--- src/rtl/line_pixel_stepper_top_macros.svh ---
// Assertion macros shared by the line pixel stepper RTL.
`ifndef LINE_PIXEL_STEPPER_TOP_MACROS_SVH
`define LINE_PIXEL_STEPPER_TOP_MACROS_SVH

// Same-cycle implication, checked on every rising edge outside reset.
`define LPS_ASSERT_SAME(lbl, clk, rst_n, ante, cons, msg) \
  lbl: assert property (@(posedge clk) disable iff (!(rst_n)) (ante) |-> (cons)) \
    else $error(msg);

// Next-cycle implication, checked on every rising edge outside reset.
`define LPS_ASSERT_NEXT(lbl, clk, rst_n, ante, cons, msg) \
  lbl: assert property (@(posedge clk) disable iff (!(rst_n)) (ante) |=> (cons)) \
    else $error(msg);

`endif

--- src/rtl/lps_pkg.sv ---
// Package with the types and constants of the line pixel stepper.
package lps_pkg;

  localparam int unsigned COL_W  = 7;
  localparam int unsigned ROW_W  = 6;
  localparam int unsigned ERR_W  = 10;
  localparam int unsigned BANK_W = 3;
  localparam int unsigned MASK_W = 8;
  localparam int unsigned WIDE_W = 12;

  localparam logic [COL_W-1:0] COLUMNS_RST = 7'd84;
  localparam logic [ROW_W-1:0] ROWS_RST    = 6'd48;

  // Input word action code.
  typedef enum logic {
    ACT_START   = 1'b0,
    ACT_ADVANCE = 1'b1
  } lps_action_e;

  // Configuration register index.
  typedef enum logic {
    CFG_COLUMNS = 1'b0,
    CFG_ROWS    = 1'b1
  } lps_cfg_e;

  // Line state carried from word to word.
  typedef struct packed {
    logic [COL_W-1:0] current_x;
    logic [ROW_W-1:0] current_y;
    logic [COL_W-1:0] target_x;
    logic [ROW_W-1:0] target_y;
    logic [ERR_W-1:0] error_term;
    logic [COL_W-1:0] delta_x;
    logic [COL_W-1:0] neg_delta_y;
    logic             step_x_neg;
    logic             step_y_neg;
    logic             line_done;
  } lps_state_t;

  localparam lps_state_t LPS_STATE_RST = '{line_done: 1'b1, default: '0};

  // One result word.
  typedef struct packed {
    logic              pixel_valid;
    logic [COL_W-1:0]  pixel_x;
    logic [ROW_W-1:0]  pixel_y;
    logic [BANK_W-1:0] bank;
    logic [MASK_W-1:0] bit_mask;
    logic              on_screen;
    logic              last;
  } lps_result_t;

endpackage

--- src/rtl/lps_step.sv ---
// One Bresenham step: next line state and the result word for one input word.
module lps_step
  import lps_pkg::*;
(
  input  lps_state_t        state_i,
  input  logic              action_i,
  input  logic [COL_W-1:0]  x_start_i,
  input  logic [ROW_W-1:0]  y_start_i,
  input  logic [COL_W-1:0]  x_end_i,
  input  logic [ROW_W-1:0]  y_end_i,
  input  logic [COL_W-1:0]  columns_i,
  input  logic [ROW_W-1:0]  rows_i,
  output lps_state_t        state_o,
  output lps_result_t       result_o
);

  logic signed [WIDE_W-1:0] err_s;
  logic signed [WIDE_W-1:0] e2_s;
  logic signed [WIDE_W-1:0] dy_s;
  logic signed [WIDE_W-1:0] dx_s;
  logic signed [WIDE_W-1:0] err_a;
  logic signed [WIDE_W-1:0] err_b;
  logic                     x_due;
  logic                     y_due;
  logic [ROW_W-1:0]         ady;
  logic [COL_W-1:0]         sdx;
  logic [ERR_W-1:0]         start_err;

  // Error-term arithmetic, extended to a common signed width (delta_x zero extended).
  assign err_s = {{(WIDE_W-ERR_W){state_i.error_term[ERR_W-1]}}, state_i.error_term};
  assign e2_s  = err_s <<< 1;
  assign dy_s  = {{(WIDE_W-COL_W){state_i.neg_delta_y[COL_W-1]}}, state_i.neg_delta_y};
  assign dx_s  = {{(WIDE_W-COL_W){1'b0}}, state_i.delta_x};
  assign x_due = (e2_s >= dy_s);
  assign y_due = (e2_s <= dx_s);
  assign err_a = x_due ? err_s + dy_s : err_s;
  assign err_b = y_due ? err_a + dx_s : err_a;

  // Start values taken from the endpoints.
  assign ady       = (y_end_i > y_start_i) ? y_end_i - y_start_i : y_start_i - y_end_i;
  assign sdx       = (x_end_i > x_start_i) ? x_end_i - x_start_i : x_start_i - x_end_i;
  assign start_err = {{(ERR_W-COL_W){1'b0}}, sdx} - {{(ERR_W-ROW_W){1'b0}}, ady};

  // Next state and whether a pixel goes out.
  always_comb begin
    lps_state_t nxt;
    logic       emit;
    nxt  = state_i;
    emit = 1'b0;
    if (action_i == ACT_START) begin
      nxt.current_x   = x_start_i;
      nxt.current_y   = y_start_i;
      nxt.target_x    = x_end_i;
      nxt.target_y    = y_end_i;
      nxt.delta_x     = sdx;
      nxt.neg_delta_y = COL_W'(0) - {1'b0, ady};
      nxt.step_x_neg  = !(x_start_i < x_end_i);
      nxt.step_y_neg  = !(y_start_i < y_end_i);
      nxt.error_term  = start_err;
      nxt.line_done   = 1'b0;
      emit            = 1'b1;
    end else if (state_i.line_done) begin
      emit = 1'b0;
    end else if (x_due && (state_i.current_x == state_i.target_x)) begin
      // Horizontal move due with no room left: the line breaks.
      nxt.line_done = 1'b1;
    end else begin
      if (x_due) begin
        nxt.current_x = state_i.step_x_neg ? state_i.current_x - 1'b1
                                           : state_i.current_x + 1'b1;
      end
      if (y_due && (state_i.current_y == state_i.target_y)) begin
        // Vertical break keeps the horizontal move already made.
        nxt.error_term = err_a[ERR_W-1:0];
        nxt.line_done  = 1'b1;
      end else begin
        if (y_due) begin
          nxt.current_y = state_i.step_y_neg ? state_i.current_y - 1'b1
                                             : state_i.current_y + 1'b1;
        end
        nxt.error_term = err_b[ERR_W-1:0];
        emit           = 1'b1;
      end
    end

    // Result word from the new position; reaching the end point closes the line.
    result_o = '0;
    if (emit) begin
      result_o.pixel_valid = 1'b1;
      result_o.pixel_x     = nxt.current_x;
      result_o.pixel_y     = nxt.current_y;
      result_o.bank        = nxt.current_y[ROW_W-1:ROW_W-BANK_W];
      result_o.bit_mask    = MASK_W'(1) << nxt.current_y[BANK_W-1:0];
      result_o.on_screen   = (nxt.current_x < columns_i) && (nxt.current_y < rows_i);
      result_o.last        = (nxt.current_x == nxt.target_x) &&
                             (nxt.current_y == nxt.target_y);
      if (result_o.last) begin
        nxt.line_done = 1'b1;
      end
    end
    state_o = nxt;
  end

endmodule

--- src/rtl/line_pixel_stepper_top.sv ---
// Top level of the line pixel stepper: handshakes, state, config and result register.
//
//  channel | direction | handshake             | payload
//  in      | input     | in_valid_i/in_ready_o  | action, x_start, y_start, x_end, y_end
//  out     | output    | out_valid_o/out_ready_i| pixel_valid, pixel_x, pixel_y, bank,
//          |           |                        | bit_mask, on_screen, last
//  cfg     | input     | cfg_we_i               | cfg_idx_i, cfg_wdata_i
//
// Each input word yields exactly one result word, registered and valid in the cycle after acceptance.
// One word per cycle while out_ready_i is high: the step logic runs between the line state and the result register.
// A stalled result blocks input only while out_ready_i is low.
// Reset clears the line (no line active) and loads 84 columns by 48 rows.
`include "line_pixel_stepper_top_macros.svh"

module line_pixel_stepper_top
  import lps_pkg::*;
(
  input  logic              clk_i,
  input  logic              rst_ni,
  input  logic              in_valid_i,
  output logic              in_ready_o,
  input  logic              action_i,
  input  logic [COL_W-1:0]  x_start_i,
  input  logic [ROW_W-1:0]  y_start_i,
  input  logic [COL_W-1:0]  x_end_i,
  input  logic [ROW_W-1:0]  y_end_i,
  output logic              out_valid_o,
  input  logic              out_ready_i,
  output logic              pixel_valid_o,
  output logic [COL_W-1:0]  pixel_x_o,
  output logic [ROW_W-1:0]  pixel_y_o,
  output logic [BANK_W-1:0] bank_o,
  output logic [MASK_W-1:0] bit_mask_o,
  output logic              on_screen_o,
  output logic              last_o,
  input  logic              cfg_we_i,
  input  logic              cfg_idx_i,
  input  logic [COL_W-1:0]  cfg_wdata_i
);

  lps_state_t       state_q, state_d;
  lps_result_t      res_q, res_d;
  logic             out_valid_q;
  logic [COL_W-1:0] columns_q;
  logic [ROW_W-1:0] rows_q;
  logic             in_fire;

  // Input is taken whenever the result register is empty or being drained.
  assign in_ready_o = !out_valid_q || out_ready_i;
  assign in_fire    = in_valid_i && in_ready_o;

  // Step logic.
  lps_step u_step (
    .state_i   (state_q),
    .action_i  (action_i),
    .x_start_i (x_start_i),
    .y_start_i (y_start_i),
    .x_end_i   (x_end_i),
    .y_end_i   (y_end_i),
    .columns_i (columns_q),
    .rows_i    (rows_q),
    .state_o   (state_d),
    .result_o  (res_d)
  );

  // Line state.
  always_ff @(posedge clk_i or negedge rst_ni) begin
    if (!rst_ni) begin
      state_q <= LPS_STATE_RST;
    end else if (in_fire) begin
      state_q <= state_d;
    end
  end

  // Result valid flag.
  always_ff @(posedge clk_i or negedge rst_ni) begin
    if (!rst_ni) begin
      out_valid_q <= 1'b0;
    end else if (in_fire) begin
      out_valid_q <= 1'b1;
    end else if (out_ready_i) begin
      out_valid_q <= 1'b0;
    end
  end

  // Result payload.
  always_ff @(posedge clk_i) begin
    if (in_fire) begin
      res_q <= res_d;
    end
  end

  // Configuration registers.
  always_ff @(posedge clk_i or negedge rst_ni) begin
    if (!rst_ni) begin
      columns_q <= COLUMNS_RST;
      rows_q    <= ROWS_RST;
    end else if (cfg_we_i) begin
      unique case (lps_cfg_e'(cfg_idx_i))
        CFG_COLUMNS: columns_q <= cfg_wdata_i;
        CFG_ROWS:    rows_q    <= cfg_wdata_i[ROW_W-1:0];
        default:     columns_q <= columns_q;
      endcase
    end
  end

  // Output ports.
  assign out_valid_o   = out_valid_q;
  assign pixel_valid_o = res_q.pixel_valid;
  assign pixel_x_o     = res_q.pixel_x;
  assign pixel_y_o     = res_q.pixel_y;
  assign bank_o        = res_q.bank;
  assign bit_mask_o    = res_q.bit_mask;
  assign on_screen_o   = res_q.on_screen;
  assign last_o        = res_q.last;

  // Checks on the step and result logic.
  `LPS_ASSERT_NEXT(a_fire_gives_word, clk_i, rst_ni, in_fire, out_valid_o,
    "accepted word did not produce a result")
  `LPS_ASSERT_NEXT(a_last_ends_line, clk_i, rst_ni,
    in_fire && res_d.pixel_valid && res_d.last, state_q.line_done,
    "line still active after its end pixel")
  `LPS_ASSERT_NEXT(a_idle_advance_empty, clk_i, rst_ni,
    in_fire && (action_i == ACT_ADVANCE) && state_q.line_done,
    !pixel_valid_o && state_q.line_done,
    "advance without an active line produced a pixel")
  `LPS_ASSERT_SAME(a_empty_word_zero, clk_i, rst_ni, out_valid_o && !pixel_valid_o,
    (pixel_x_o == '0) && (bit_mask_o == '0) && !last_o && !on_screen_o,
    "word without a pixel carries nonzero fields")

endmodule

--- config.mk ---
export PLATFORM = sky130hd
export DESIGN_NAME = line_pixel_stepper_top
export DESIGN_NICKNAME = d
export VERILOG_FILES = /design/src/rtl/lps_pkg.sv /design/src/rtl/lps_step.sv /design/src/rtl/line_pixel_stepper_top.sv
export VERILOG_INCLUDE_DIRS = /design/src /design/src/rtl
export SDC_FILE = /design/constraint.sdc
export NUM_CORES = 1
export LEC_CHECK = 0
export BUFFER_PORTS_ARGS = -buffer_cell sky130_fd_sc_hd__buf_2
export CORE_MARGIN = 4
export CORE_UTILIZATION = 45
export CTS_CLUSTER_DIAMETER = 200
export DETAILED_ROUTE_END_ITERATION = 7
export PLACE_DENSITY = 0.65
export SYNTH_ARGS = -nofsm -noshare
export SYNTH_HDL_FRONTEND = slang
export SYNTH_SLANG_ARGS = --single-unit
export TNS_END_PERCENT = 100
--- constraint.sdc ---
create_clock -name clk_i -period 3.75 [get_ports clk_i]
set_clock_uncertainty 0.15 [all_clocks]
set_input_delay 0.5625 -clock clk_i [delete_from_list [all_inputs] [get_ports clk_i]]
set_output_delay 0.5625 -clock clk_i [all_outputs]
set_load 0.02 [all_outputs]
==> results of run 1 <==
==> repair_timing <==
| item | in CTS | in global routing |
|---|---|---|
| hold buffers | 0 | 0 |
| setup buffers | 6 | 7 |
| pin swaps | 30 | 30 |
| setup endpoints to repair | 7 | 9 |
| gates cloned | 0 | 0 |
| gates resized for setup | 34 | 53 |
==> synthesized netlist by cell type (7+ instances only) <==
| cell | n | share of area, % |
|---|---|---|
| nand4_1 | 11 | 0.88 |
| nor2_1 | 62 | 3.0 |
| o21a_1 | 7 | 0.67 |
| nand3_1 | 16 | 1.0 |
| and2_1 | 8 | 0.64 |
| clkbuf_1 | 17 | 0.82 |
| a21o_1 | 21 | 2.0 |
| xor2_1 | 18 | 2.0 |
| dfrtp_1 | 61 | 20 |
| fa_1 | 9 | 2.3 |
| o21ai_0 | 67 | 4.3 |
| o211ai_1 | 10 | 0.96 |
| mux2i_1 | 25 | 3.2 |
| mux2_2 | 19 | 2.7 |
| nor3_1 | 17 | 1.1 |
| nand2b_1 | 9 | 0.72 |
| nand2_1 | 84 | 4.0 |
| inv_1 | 82 | 3.9 |
| edfxtp_1 | 24 | 9.2 |
| xnor2_1 | 40 | 4.5 |
| nor2b_1 | 12 | 0.96 |
| ha_1 | 86 | 14 |
| a21oi_1 | 48 | 3.1 |
| a31oi_1 | 12 | 0.96 |
==> final timing paths <==
path,from,endpoint,slack (ns),depth (start not counted)
setup / recovery,y_end_i[0],state_q[23],0.03,21
setup reg to reg,state_q[9],state_q[23],0.05,21
hold / removal,rst_ni,state_q[51],0.27,1
max in group asynchronous,rst_ni,columns_q[6],2.22,2
hold reg to reg,columns_q[0],columns_q[0],0.36,1
min in group clk_i,cfg_wdata_i[6],columns_q[6],0.27,3
==> per-layer routing <==
| layer | track usage (%) | vias to the layer above | share of wire [%] |
|---|---|---|---|
| li1 | - | 3555 | - |
| met1 | 32.4 | 3380 | 48 |
| met2 | 35.7 | 197 | 46 |
| met3 | 3.16 | 33 | 4.7 |
| met4 | 5.86 | 0 | 1.9 |
| met5 | 0 | - | 0 |
==> area by class of cell <==
type / instances / share of cell area [%]
clock buffer: 10 / 2.21
clock inverter: 6 / 0.471
inverter: 85 / 3.20
multi-input combinational: 676 / 52.5
sequential: 91 / 23.2
tap: 220 / 2.66
timing repair buffer: 236 / 15.7
==> sequential cells by signal (all words and copies together) (netlist names) <==
register / flops
out_valid_o: 1
pixel_valid_o: 1
on_screen_o: 1
last_o: 1
rows_q: 6
state_q: 53
bit_mask_o: 8
columns_q: 7
pixel_y_o: 6
pixel_x_o: 7
==> stage by stage <==
step           setup slack [ns]  utilization [%]  TNS (ns)
2_1_floorplan            -0.342                -    -0.872
3_5_place_dp             -0.522             56.9     -2.57
6_report                 0.0321             61.6         0
5_1_grt                  -0.168             61.6    -0.720
3_3_place_gp             -0.431             56.9     -2.14
4_1_cts                 0.00184             59.6         0
==> cell families (layout without fill, tap and decap cells) <==
group | Yosys count | after routing | synth area share, %
buffers and inverters | 107 | 337 | 5.29
DFF | 91 | 91 | 30.7
adders and majority gates | 95 | 95 | 16.1
and+or+nand+nor | 249 | 249 | 15.4
xor gates and xnor gates | 59 | 59 | 6.70
muxes | 47 | 47 | 6.41
AOI/OAI and AO/OA | 226 | 226 | 19.4
==> power breakdown <==
group	leakage, nW	internal, mW	switching, mW
registers	1.02	1.33	0.262
clock network	0.131	0.458	0.419
logic	3.71	2.74	2.84
total	4.87	4.53	3.52
==> metrics.md, run 1 <==
| Metric | Value |
|---|---|
| Post-Place Cell Area | 0.00957 sq mm |
| Critical path arrival | 3.80 ns |
| Initial Utilization | 46.5% |
| Mapped Area | 0.00782 sq mm |
| Post-route insts no fill | around 1,300 |
| Ys flop type | dfrtp_1 |
| Area grow syn2layout | 32.5% |
| Synth Register Bits | just over 90 |
| Top Ports | between 60 and 70 |
| GRT Total Usage | 22.5% |
| Clk sinks | between 90 and 100 |
| Area occupied by multi-input gates | about 0.0054 sq mm |
| Syn_nets | ~1,000 |
| Fin. max-slew vios | 0 |
| Fin nets | 1,234 |
| Global-route wire length before repair | around 36 mm |
| RSZ-0062 raised after global routing | yes |
| Wire per inst | around 17 microns |
| Root Buffer | clkbuf_16 |
| Final setup fails | 0 |
| Hold Path Class | primary input to async pin |
| Fillcell total | about 1,500 |
| Die Span Y | 140 microns |
| Crit-path max cell delay | about 0.34 ns |
| Row cnt | 47 |
| First-pass DRT Iterations | 5 |
| Pwr dens | between 700 and 800 mW/mm^2 |
| Gp weighted congestion | about 0.9 |
| Post-Synthesis Cells | just under 900 |
| DIE WIDTH | around 140 microns |
| Slowest CP cell | fa_2 |
| Core ar. | 0.0168 sq mm |
| Peak VDD IR | 421 uV |
| Most frequent cells in the layout | buf_4 (164), nand2_1 (83), inv_1 (74) |
| Unique masters post-synth | 80 |
| Seq/Total Area, Yosys | 30.7% |
| Vias/cell | between 5 and 6 |
| Post-synth EDFFs | 24 |
| Post-synthesis average cell area | slightly below 9 sq um |
| Vias | about 7,000 |
| Worst-path maximum fanout | 3 |
| CP Capture Type | flop |
| CTS H-tree lvls | 3 |
| CTS tree | yes |
| Drt drc | 0 |
| Minimum clock period | between 3 and 4 ns |
| LEAKAGE | slightly below 5 nW |
| Rel. slew slack | roughly 25% |
| Data required, critical path | 3.83 ns |
| Max frequency | between 0.2 and 0.3 GHz |
| Total Wirelength | ~22 mm |
| Final hold vios | 0 |
| Clk_lat worst skew | between 0.3 and 0.4 ns |
| Synth Warn # | 0 |
| Gr ovfl total | 0 |
| CTS Buf Count | 9 |
| Hpwl dp | 17.2 mm |
| Asr flop ratio synth | approximately three quarters |
| Vias in the first global route | about 7,000 |
| Final instance area | 0.0104 sq mm |
| I/O Buffers | 68 |
| Die ar. | just under 0.02 sq mm |
| Delay-heaviest family, CP | compound AO/OA/AOI/OAI gates |
| CTS Buffer Depth | 2 |
| Max-cap violations | 0 |
| Worst hold margin | 0.274 ns |
| CP Class | primary input to flop |
| Measured slew at the worst slew-check pin | approximately 1.1 ns |
| Status | finished, final reports clean |
| Largest net degree at the start of global routing | 45 |
| Fraction of layout cells with a size suffix above 1 | between 30% and 40% |
| CP Buf/Inv Count | 4 |
| DR iter-0 viols | ~440 |
| Post-Place Cells | about 1,300 |
| Commonest non-fill, non-tap cell in the layout | buf_4 |
| Initial antenna violation count | 0 |
| Total Power | 8.05 mW |
| Routed Antenna Nets | 0 |
| Crit-path cells | buf_12 > inv_12 > ha_4 > inv_2 > fa_2 > a21o_1 > a21oi_2 > o21a_1 > nor2_4 > mux2i_1 > xnor2_1 > inv_1 > ha_4 > nor2b_4 > o21ai_2 > nand2b_1 > a21o_1 > a21oi_2 > nand3_1 > mux2_4 > a32o_1 |
| Clk slew on worst S/H paths | approximately 0.07 ns |
| CP Launch Type | primary input |
| Part of the cycle the worst path needs | about 100% |
| Antenna Diode Count | 0 |
| Register area | approximately 0.0024 sq mm |
Note: power is estimated with default switching activity, not from simulation.
==> run 2, diff against run 1 <==
PLACE_DENSITY = 0.66   (was 0.65)
==> metrics.md, run 2 (synthesized netlist as in run 1, its figures left out) <==
| Metric | Value |
|---|---|
| Status | finished with violations |
| Failing checks | negative setup slack |
| RSZ-0062 raised after global routing | yes |
| Top Ports | 69 (unchanged) |
| Drt drc | 0 (unchanged) |
| Final setup fails | 1 (+1) |
| Vias in the first global route | 7,088 (+0.90%) |
| Area grow syn2layout | 32.9% |
| Row cnt | 47 (unchanged) |
| Final hold vios | 0 (unchanged) |
| Slowest CP cell | fa_1 |
| Fin. max-slew vios | 0 (unchanged) |
| Die ar. | 0.0196 sq mm (unchanged) |
| Peak VDD IR | 398 uV (-5.5%) |
| Worst-path maximum fanout | 3 (unchanged) |
| Rel. slew slack | 49.4% (+24 points) |
| Initial antenna violation count | 0 (unchanged) |
| Post-route insts no fill | 1,329 (+0.38%) |
| Clk sinks | 91 (unchanged) |
| Core Util, Final | 61.8% (+0.19 points) |
| Gr ovfl total | 0 (unchanged) |
| Area occupied by multi-input gates | 0.00541 sq mm (-0.51%) |
| R2R Setup Slk | -0.01 ns (-0.06 ns) |
| Most Frequent Cell on Critical Path | o21a_1 |
| Setup slack after placement | -0.548 ns (-0.0264 ns) |
| Gp weighted congestion | 0.905 (+2.0%) |
| Hold Path Class | primary input to async pin |
| CTS tree | yes |
| Clk_lat worst skew | 0.36 ns (about the same) |
| CTS Buffer Depth | 2 (unchanged) |
| Post-Place Cells | 1,295 (-0.077%) |
| Commonest non-fill, non-tap cell in the layout | buf_4 |
| CTS H-tree lvls | 3 (unchanged) |
| Antenna Diode Count | 0 (unchanged) |
| Max frequency | 0.266 GHz (-1.1%) |
| CTS Buf Count | 9 (unchanged) |
| Hpwl dp | 17.1 mm (-0.50%) |
| CP Class | flop to flop |
| Core ar. | 0.0168 sq mm (unchanged) |
| Max reg flops | 53 (unchanged) |
| LEAKAGE | 4.90 nW (+0.68%) |
| Total Wirelength | 21.8 mm (-2.3%) |
| Register area | 0.00240 sq mm (about the same) |
| CP Launch Type | flop |
| Clk slew on worst S/H paths | 0.07 ns (about the same) |
| Top reg by flops | state_q |
| Fraction of layout cells with a size suffix above 1 | 34.2% (+0.75 points) |
| Wire per inst | 16.4 microns (-2.7%) |
| Minimum clock period | 3.76 ns (+0.0419 ns) |
| Part of the cycle the worst path needs | 100% (+1.1 points) |
| Pwr dens | 771 mW/mm^2 (-0.71%) |
| Worst hold margin | 0.121 ns (-0.152 ns) |
| I/O Buffers | 68 (unchanged) |
| CP Capture Type | flop |
| Die Span Y | 140 microns (unchanged) |
| DR iter-0 viols | 398 (-9.3%) |
| Max-cap violations | 0 (unchanged) |
| Crit-path cells | inv_1 > ha_1 > nand4_1 > a21oi_2 > o31ai_2 > nand2_2 > buf_6 > mux2i_2 > buf_4 > fa_1 > nor2b_1 > o21ai_2 > a21boi_1 > o21a_1 > o21a_1 > o21ai_0 > o21ai_1 > a21oi_1 > a32o_1 |
| Initial Utilization | 46.5% (unchanged) |
| Total negative setup slack | -0.00979 ns (-0.00979 ns) |
| First-pass DRT Iterations | 5 (unchanged) |
| DIE WIDTH | 140 microns (unchanged) |
| Crit-path max cell delay | 0.41 ns (+0.07 ns) |
| Fin nets | 1,239 (+0.41%) |
| Fillcell total | 1,435 (-2.2%) |
| Root Buffer | clkbuf_16 |
| Routed Antenna Nets | 0 (unchanged) |
| Measured slew at the worst slew-check pin | 0.759 ns (-0.361 ns) |
| Critical path arrival | 3.86 ns (+0.06 ns) |
| Largest net degree at the start of global routing | 45 (unchanged) |
| Final setup margin | -0.00979 ns (-0.0419 ns) |
| Global-route wire length before repair | 35.5 mm (-1.1%) |
| GRT Total Usage | 22.2% (-0.27 points) |
| Vias/cell | 5.37 (-0.79%) |
| Vias | 7,135 (-0.42%) |
| Most frequent cells in the layout | buf_4 (168), nand2_1 (82), inv_1 (76) |
| Data required, critical path | 3.85 ns (+0.02 ns) |
## run 2: per-layer routing
metal	up-vias	track usage (%)	wire, microns
li1	3569	-	-
met1	3358	31.6	10200
met2	175	35.5	10000
met3	33	2.95	1120
met4	0	6.48	475
met5	-	0	0
## run 2: what timing repair did
item	CTS	global route
pin swaps	20	33
hold buffers	0	0
buffers inserted	5	13
endpoints found under the setup margin	6	9
cloned	0	0
gates resized for setup	31	57
## run 2: where the power goes
part	switching [mW]	internal [mW]	total, mW
Combinational	2.77	2.75	5.52
Sequential	0.245	1.33	1.58
Clock	0.434	0.481	0.915
## run 2: cell type report
class                   instances  area share [%]
well taps                     220            2.65
clock inverters                 6           0.554
repair buffers                241            16.1
clock buffers                  10            2.30
inverters                      85            3.19
multi-input cells             676            52.1
flip-flops and latches         91            23.1
## run 2: critical path: cells and delay by family, from the launching register on
kind	cells	cell delay, ns
mux	1	0.14
buf+inv	3	0.37
compound gates	10	1.41
fa+ha+maj	2	0.74
simple gates	3	0.48
flops	1	0.35
## run 2: path summary, 6_finish.rpt
check                               end  depth (start not counted)           start
setup / recovery            state_q[23]                         19      state_q[9]
hold reg to reg             state_q[39]                          2     state_q[39]
hold / removal              state_q[47]                          1          rst_ni
min in group clk_i         columns_q[6]                          3  cfg_wdata_i[6]
max in group asynchronous    state_q[0]                          2          rst_ni
setup reg to reg            state_q[23]                         19      state_q[9]
## run 2: stage by stage
step	total power [mW]	cell area, sq um
global route	8.72	10400
detailed placement	6.60	9570
global placement	6.51	9570
CTS	7.69	10000
finish	8.01	10400
floorplan	4.87	7870
==> run 3, diff against run 2 <==
==> constraint.sdc (replaced) <==
create_clock -name clk_i -period 3.1 [get_ports clk_i]
set_clock_uncertainty 0.15 [all_clocks]
set_input_delay 0.465 -clock clk_i [delete_from_list [all_inputs] [get_ports clk_i]]
set_output_delay 0.465 -clock clk_i [all_outputs]
set_load 0.01 [all_outputs]
==> metrics.md, run 3 (synthesized netlist as in run 1, its figures left out) <==
| Metric | Value |
|---|---|
| Clk_lat worst skew | 0.36 ns (about the same) |
| Hpwl dp | 18.0 mm (+5.3%) |
| Met1 Use GR | 34.1% (+2.5 points) |
| Antenna Diode Count | 0 (unchanged) |
| Rel. slew slack | 52.2% (+2.8 points) |
| Max reg flops | 53 (unchanged) |
| Minimum clock period | around 3.6 ns |
| Top reg by flops | state_q |
| CP Launch Type | primary input |
| Most frequent cells in the layout | buf_4 (242), nand2_1 (78), inv_1 (73) |
| Commonest non-fill, non-tap cell in the layout | buf_4 |
| GR peak layer | met2 |
| RSZ-0062 raised after global routing | yes |
| Total negative setup slack | -7.09 ns (-7.08 ns) |
| Vias in the first global route | 7,816 (+10%) |
| Largest net degree at the start of global routing | 68 (+51%) |
| Root Buffer | clkbuf_16 |
| CP Capture Type | flop |
| GRT Total Usage | 24.9% (+2.6 points) |
| Total Power | 11.6 mW (+45%) |
| Die Span Y | 140 microns (unchanged) |
| Final hold vios | 0 (unchanged) |
| Max frequency | between 0.2 and 0.3 GHz |
| Initial antenna violation count | 0 (unchanged) |
| Vias/cell | 5.42 (+0.88%) |
| CTS H-tree lvls | 3 (unchanged) |
| Die ar. | 0.0196 sq mm (unchanged) |
| CTS Buffer Depth | 2 (unchanged) |
| Routed Antenna Nets | 0 (unchanged) |
| Core Util, Final | 68.4% (+6.6 points) |
| Failing checks | negative setup slack |
| Pwr dens | 1010 mW/mm^2 (+31%) |
| CTS tree | yes |
| Hold Path Class | primary input to flop |
| Fin nets | 1,328 (+7.2%) |
| Total Wirelength | 24.3 mm (+11%) |
| Gr ovfl total | 0 (unchanged) |
| Clk slew on worst S/H paths | 0.07 ns (about the same) |
| DIE WIDTH | 140 microns (unchanged) |
| Peak VDD IR | 513 uV (+29%) |
| Fin. max-slew vios | 0 (unchanged) |
| Core ar. | 0.0168 sq mm (unchanged) |
| Data required, critical path | 3.20 ns (-0.65 ns) |
| Max-cap violations | 0 (unchanged) |
| Grt met2 use | 40.5% (+5.0 points) |
| Row cnt | 47 (unchanged) |
| Critical path arrival | 3.71 ns (-0.15 ns) |
| Wire per inst | 17.1 microns (+4.5%) |
| Part of the cycle the worst path needs | 116% |
| Area occupied by multi-input gates | 0.00575 sq mm (+6.2%) |
| Register area | 0.00241 sq mm (about the same) |
| First-pass DRT Iterations | 5 (unchanged) |
| Area grow syn2layout | 47.1% |
| Status | finished with violations |
| CP Class | primary input to flop |
| Top Ports | 69 (unchanged) |
| LEAKAGE | 5.46 nW (+11%) |
| I/O Buffers | 68 (unchanged) |
| Fillcell total | 1,284 (-11%) |
| Drt drc | 0 (unchanged) |
| Vias | 7,680 (+7.6%) |
| Worst-path maximum fanout | 3 (unchanged) |
| M3 GR Usage | 3.19% (+0.24 points) |
| Measured slew at the worst slew-check pin | 0.716 ns (-0.0429 ns) |
| Initial Utilization | 46.5% (unchanged) |
| Global-route wire length before repair | 39.5 mm (+11%) |
| CTS Buf Count | 9 (unchanged) |
| Fraction of layout cells with a size suffix above 1 | 41.7% (+7.6 points) |
| Final setup fails | 24 (+23) |
| Final setup margin | -0.508 ns (-0.498 ns) |
| Clk sinks | 91 (unchanged) |
| DR iter-0 viols | 510 (+28%) |
| Gp weighted congestion | 0.927 (+2.4%) |
==> run 3: final timing paths <==
path | start | end | slack [ns] | cells past startpoint
max | y_end_i[0] | state_q[23] | -0.51 | 21
min | cfg_wdata_i[6] | columns_q[6] | 0.17 | 3
max reg2reg | state_q[9] | state_q[26] | -0.51 | 20
min reg2reg | columns_q[0] | columns_q[0] | 0.36 | 1
max in group asynchronous | rst_ni | columns_q[4] | 1.93 | 3
min in group asynchronous | rst_ni | state_q[51] | 0.50 | 3
==> run 3: through the flow <==
step	hold WS (ns)	worst slack (ns)	instance area [sq um]	std cells
global placement	0.338	-1.00	10100	1363
floorplan	0.0194	-0.894	7910	874
CTS	0.161	-0.492	11200	1409
detailed placement	0.343	-1.09	10100	1363
global route	0.184	-0.704	11500	1418
finish	0.171	-0.508	11500	1418
==> run 3: timing repair <==
item | CTS | global route
setup buffers | 34 | 13
setup endpoints to repair | 27 | 28
pin swaps | 96 | 45
hold buffers | 1 | 0
hold endpoints to repair | 8 | 0
gates resized for setup | 116 | 46
cloned | 0 | 0
==> run 3: cell type report <==
class,count,area share [%]
Multi-Input combinational cell,676,49.9
Timing Repair Buffer,330,21.1
Sequential cell,91,20.9
Inverter,85,2.90
Tap cell,220,2.39
Clock buffer,9,1.96
Clock inverter,7,0.805
==> run 3: report_power, final <==
part | internal [mW] | switching [mW] | leakage, nW | total (mW)
combinational | 4.50 | 4.02 | 4.28 | 8.52
clock | 0.650 | 0.563 | 0.156 | 1.21
sequential | 1.61 | 0.243 | 1.02 | 1.86
==> run 3: layer usage <==
layer  routed length, microns  vias to the layer above
li1                         -                     3747
met1                    11000                     3671
met2                    11500                      211
met3                     1170                       51
met4                      680                        0
met5                        0                        -
==> run 3: critical path, cell delays in order <==
cell,delay (ns)
buf_12,0.11
inv_12,0.04
ha_4,0.12
inv_2,0.03
fa_2,0.33
a21o_1,0.17
a21oi_2,0.16
o21a_1,0.21
nor2_4,0.07
mux2i_1,0.14
xnor2_1,0.22
inv_1,0.13
ha_4,0.23
nor2b_4,0.12
o21ai_2,0.10
nand2b_1,0.09
a21o_1,0.17
a21oi_2,0.16
nand3_1,0.09
mux2_4,0.28
a32o_1,0.25
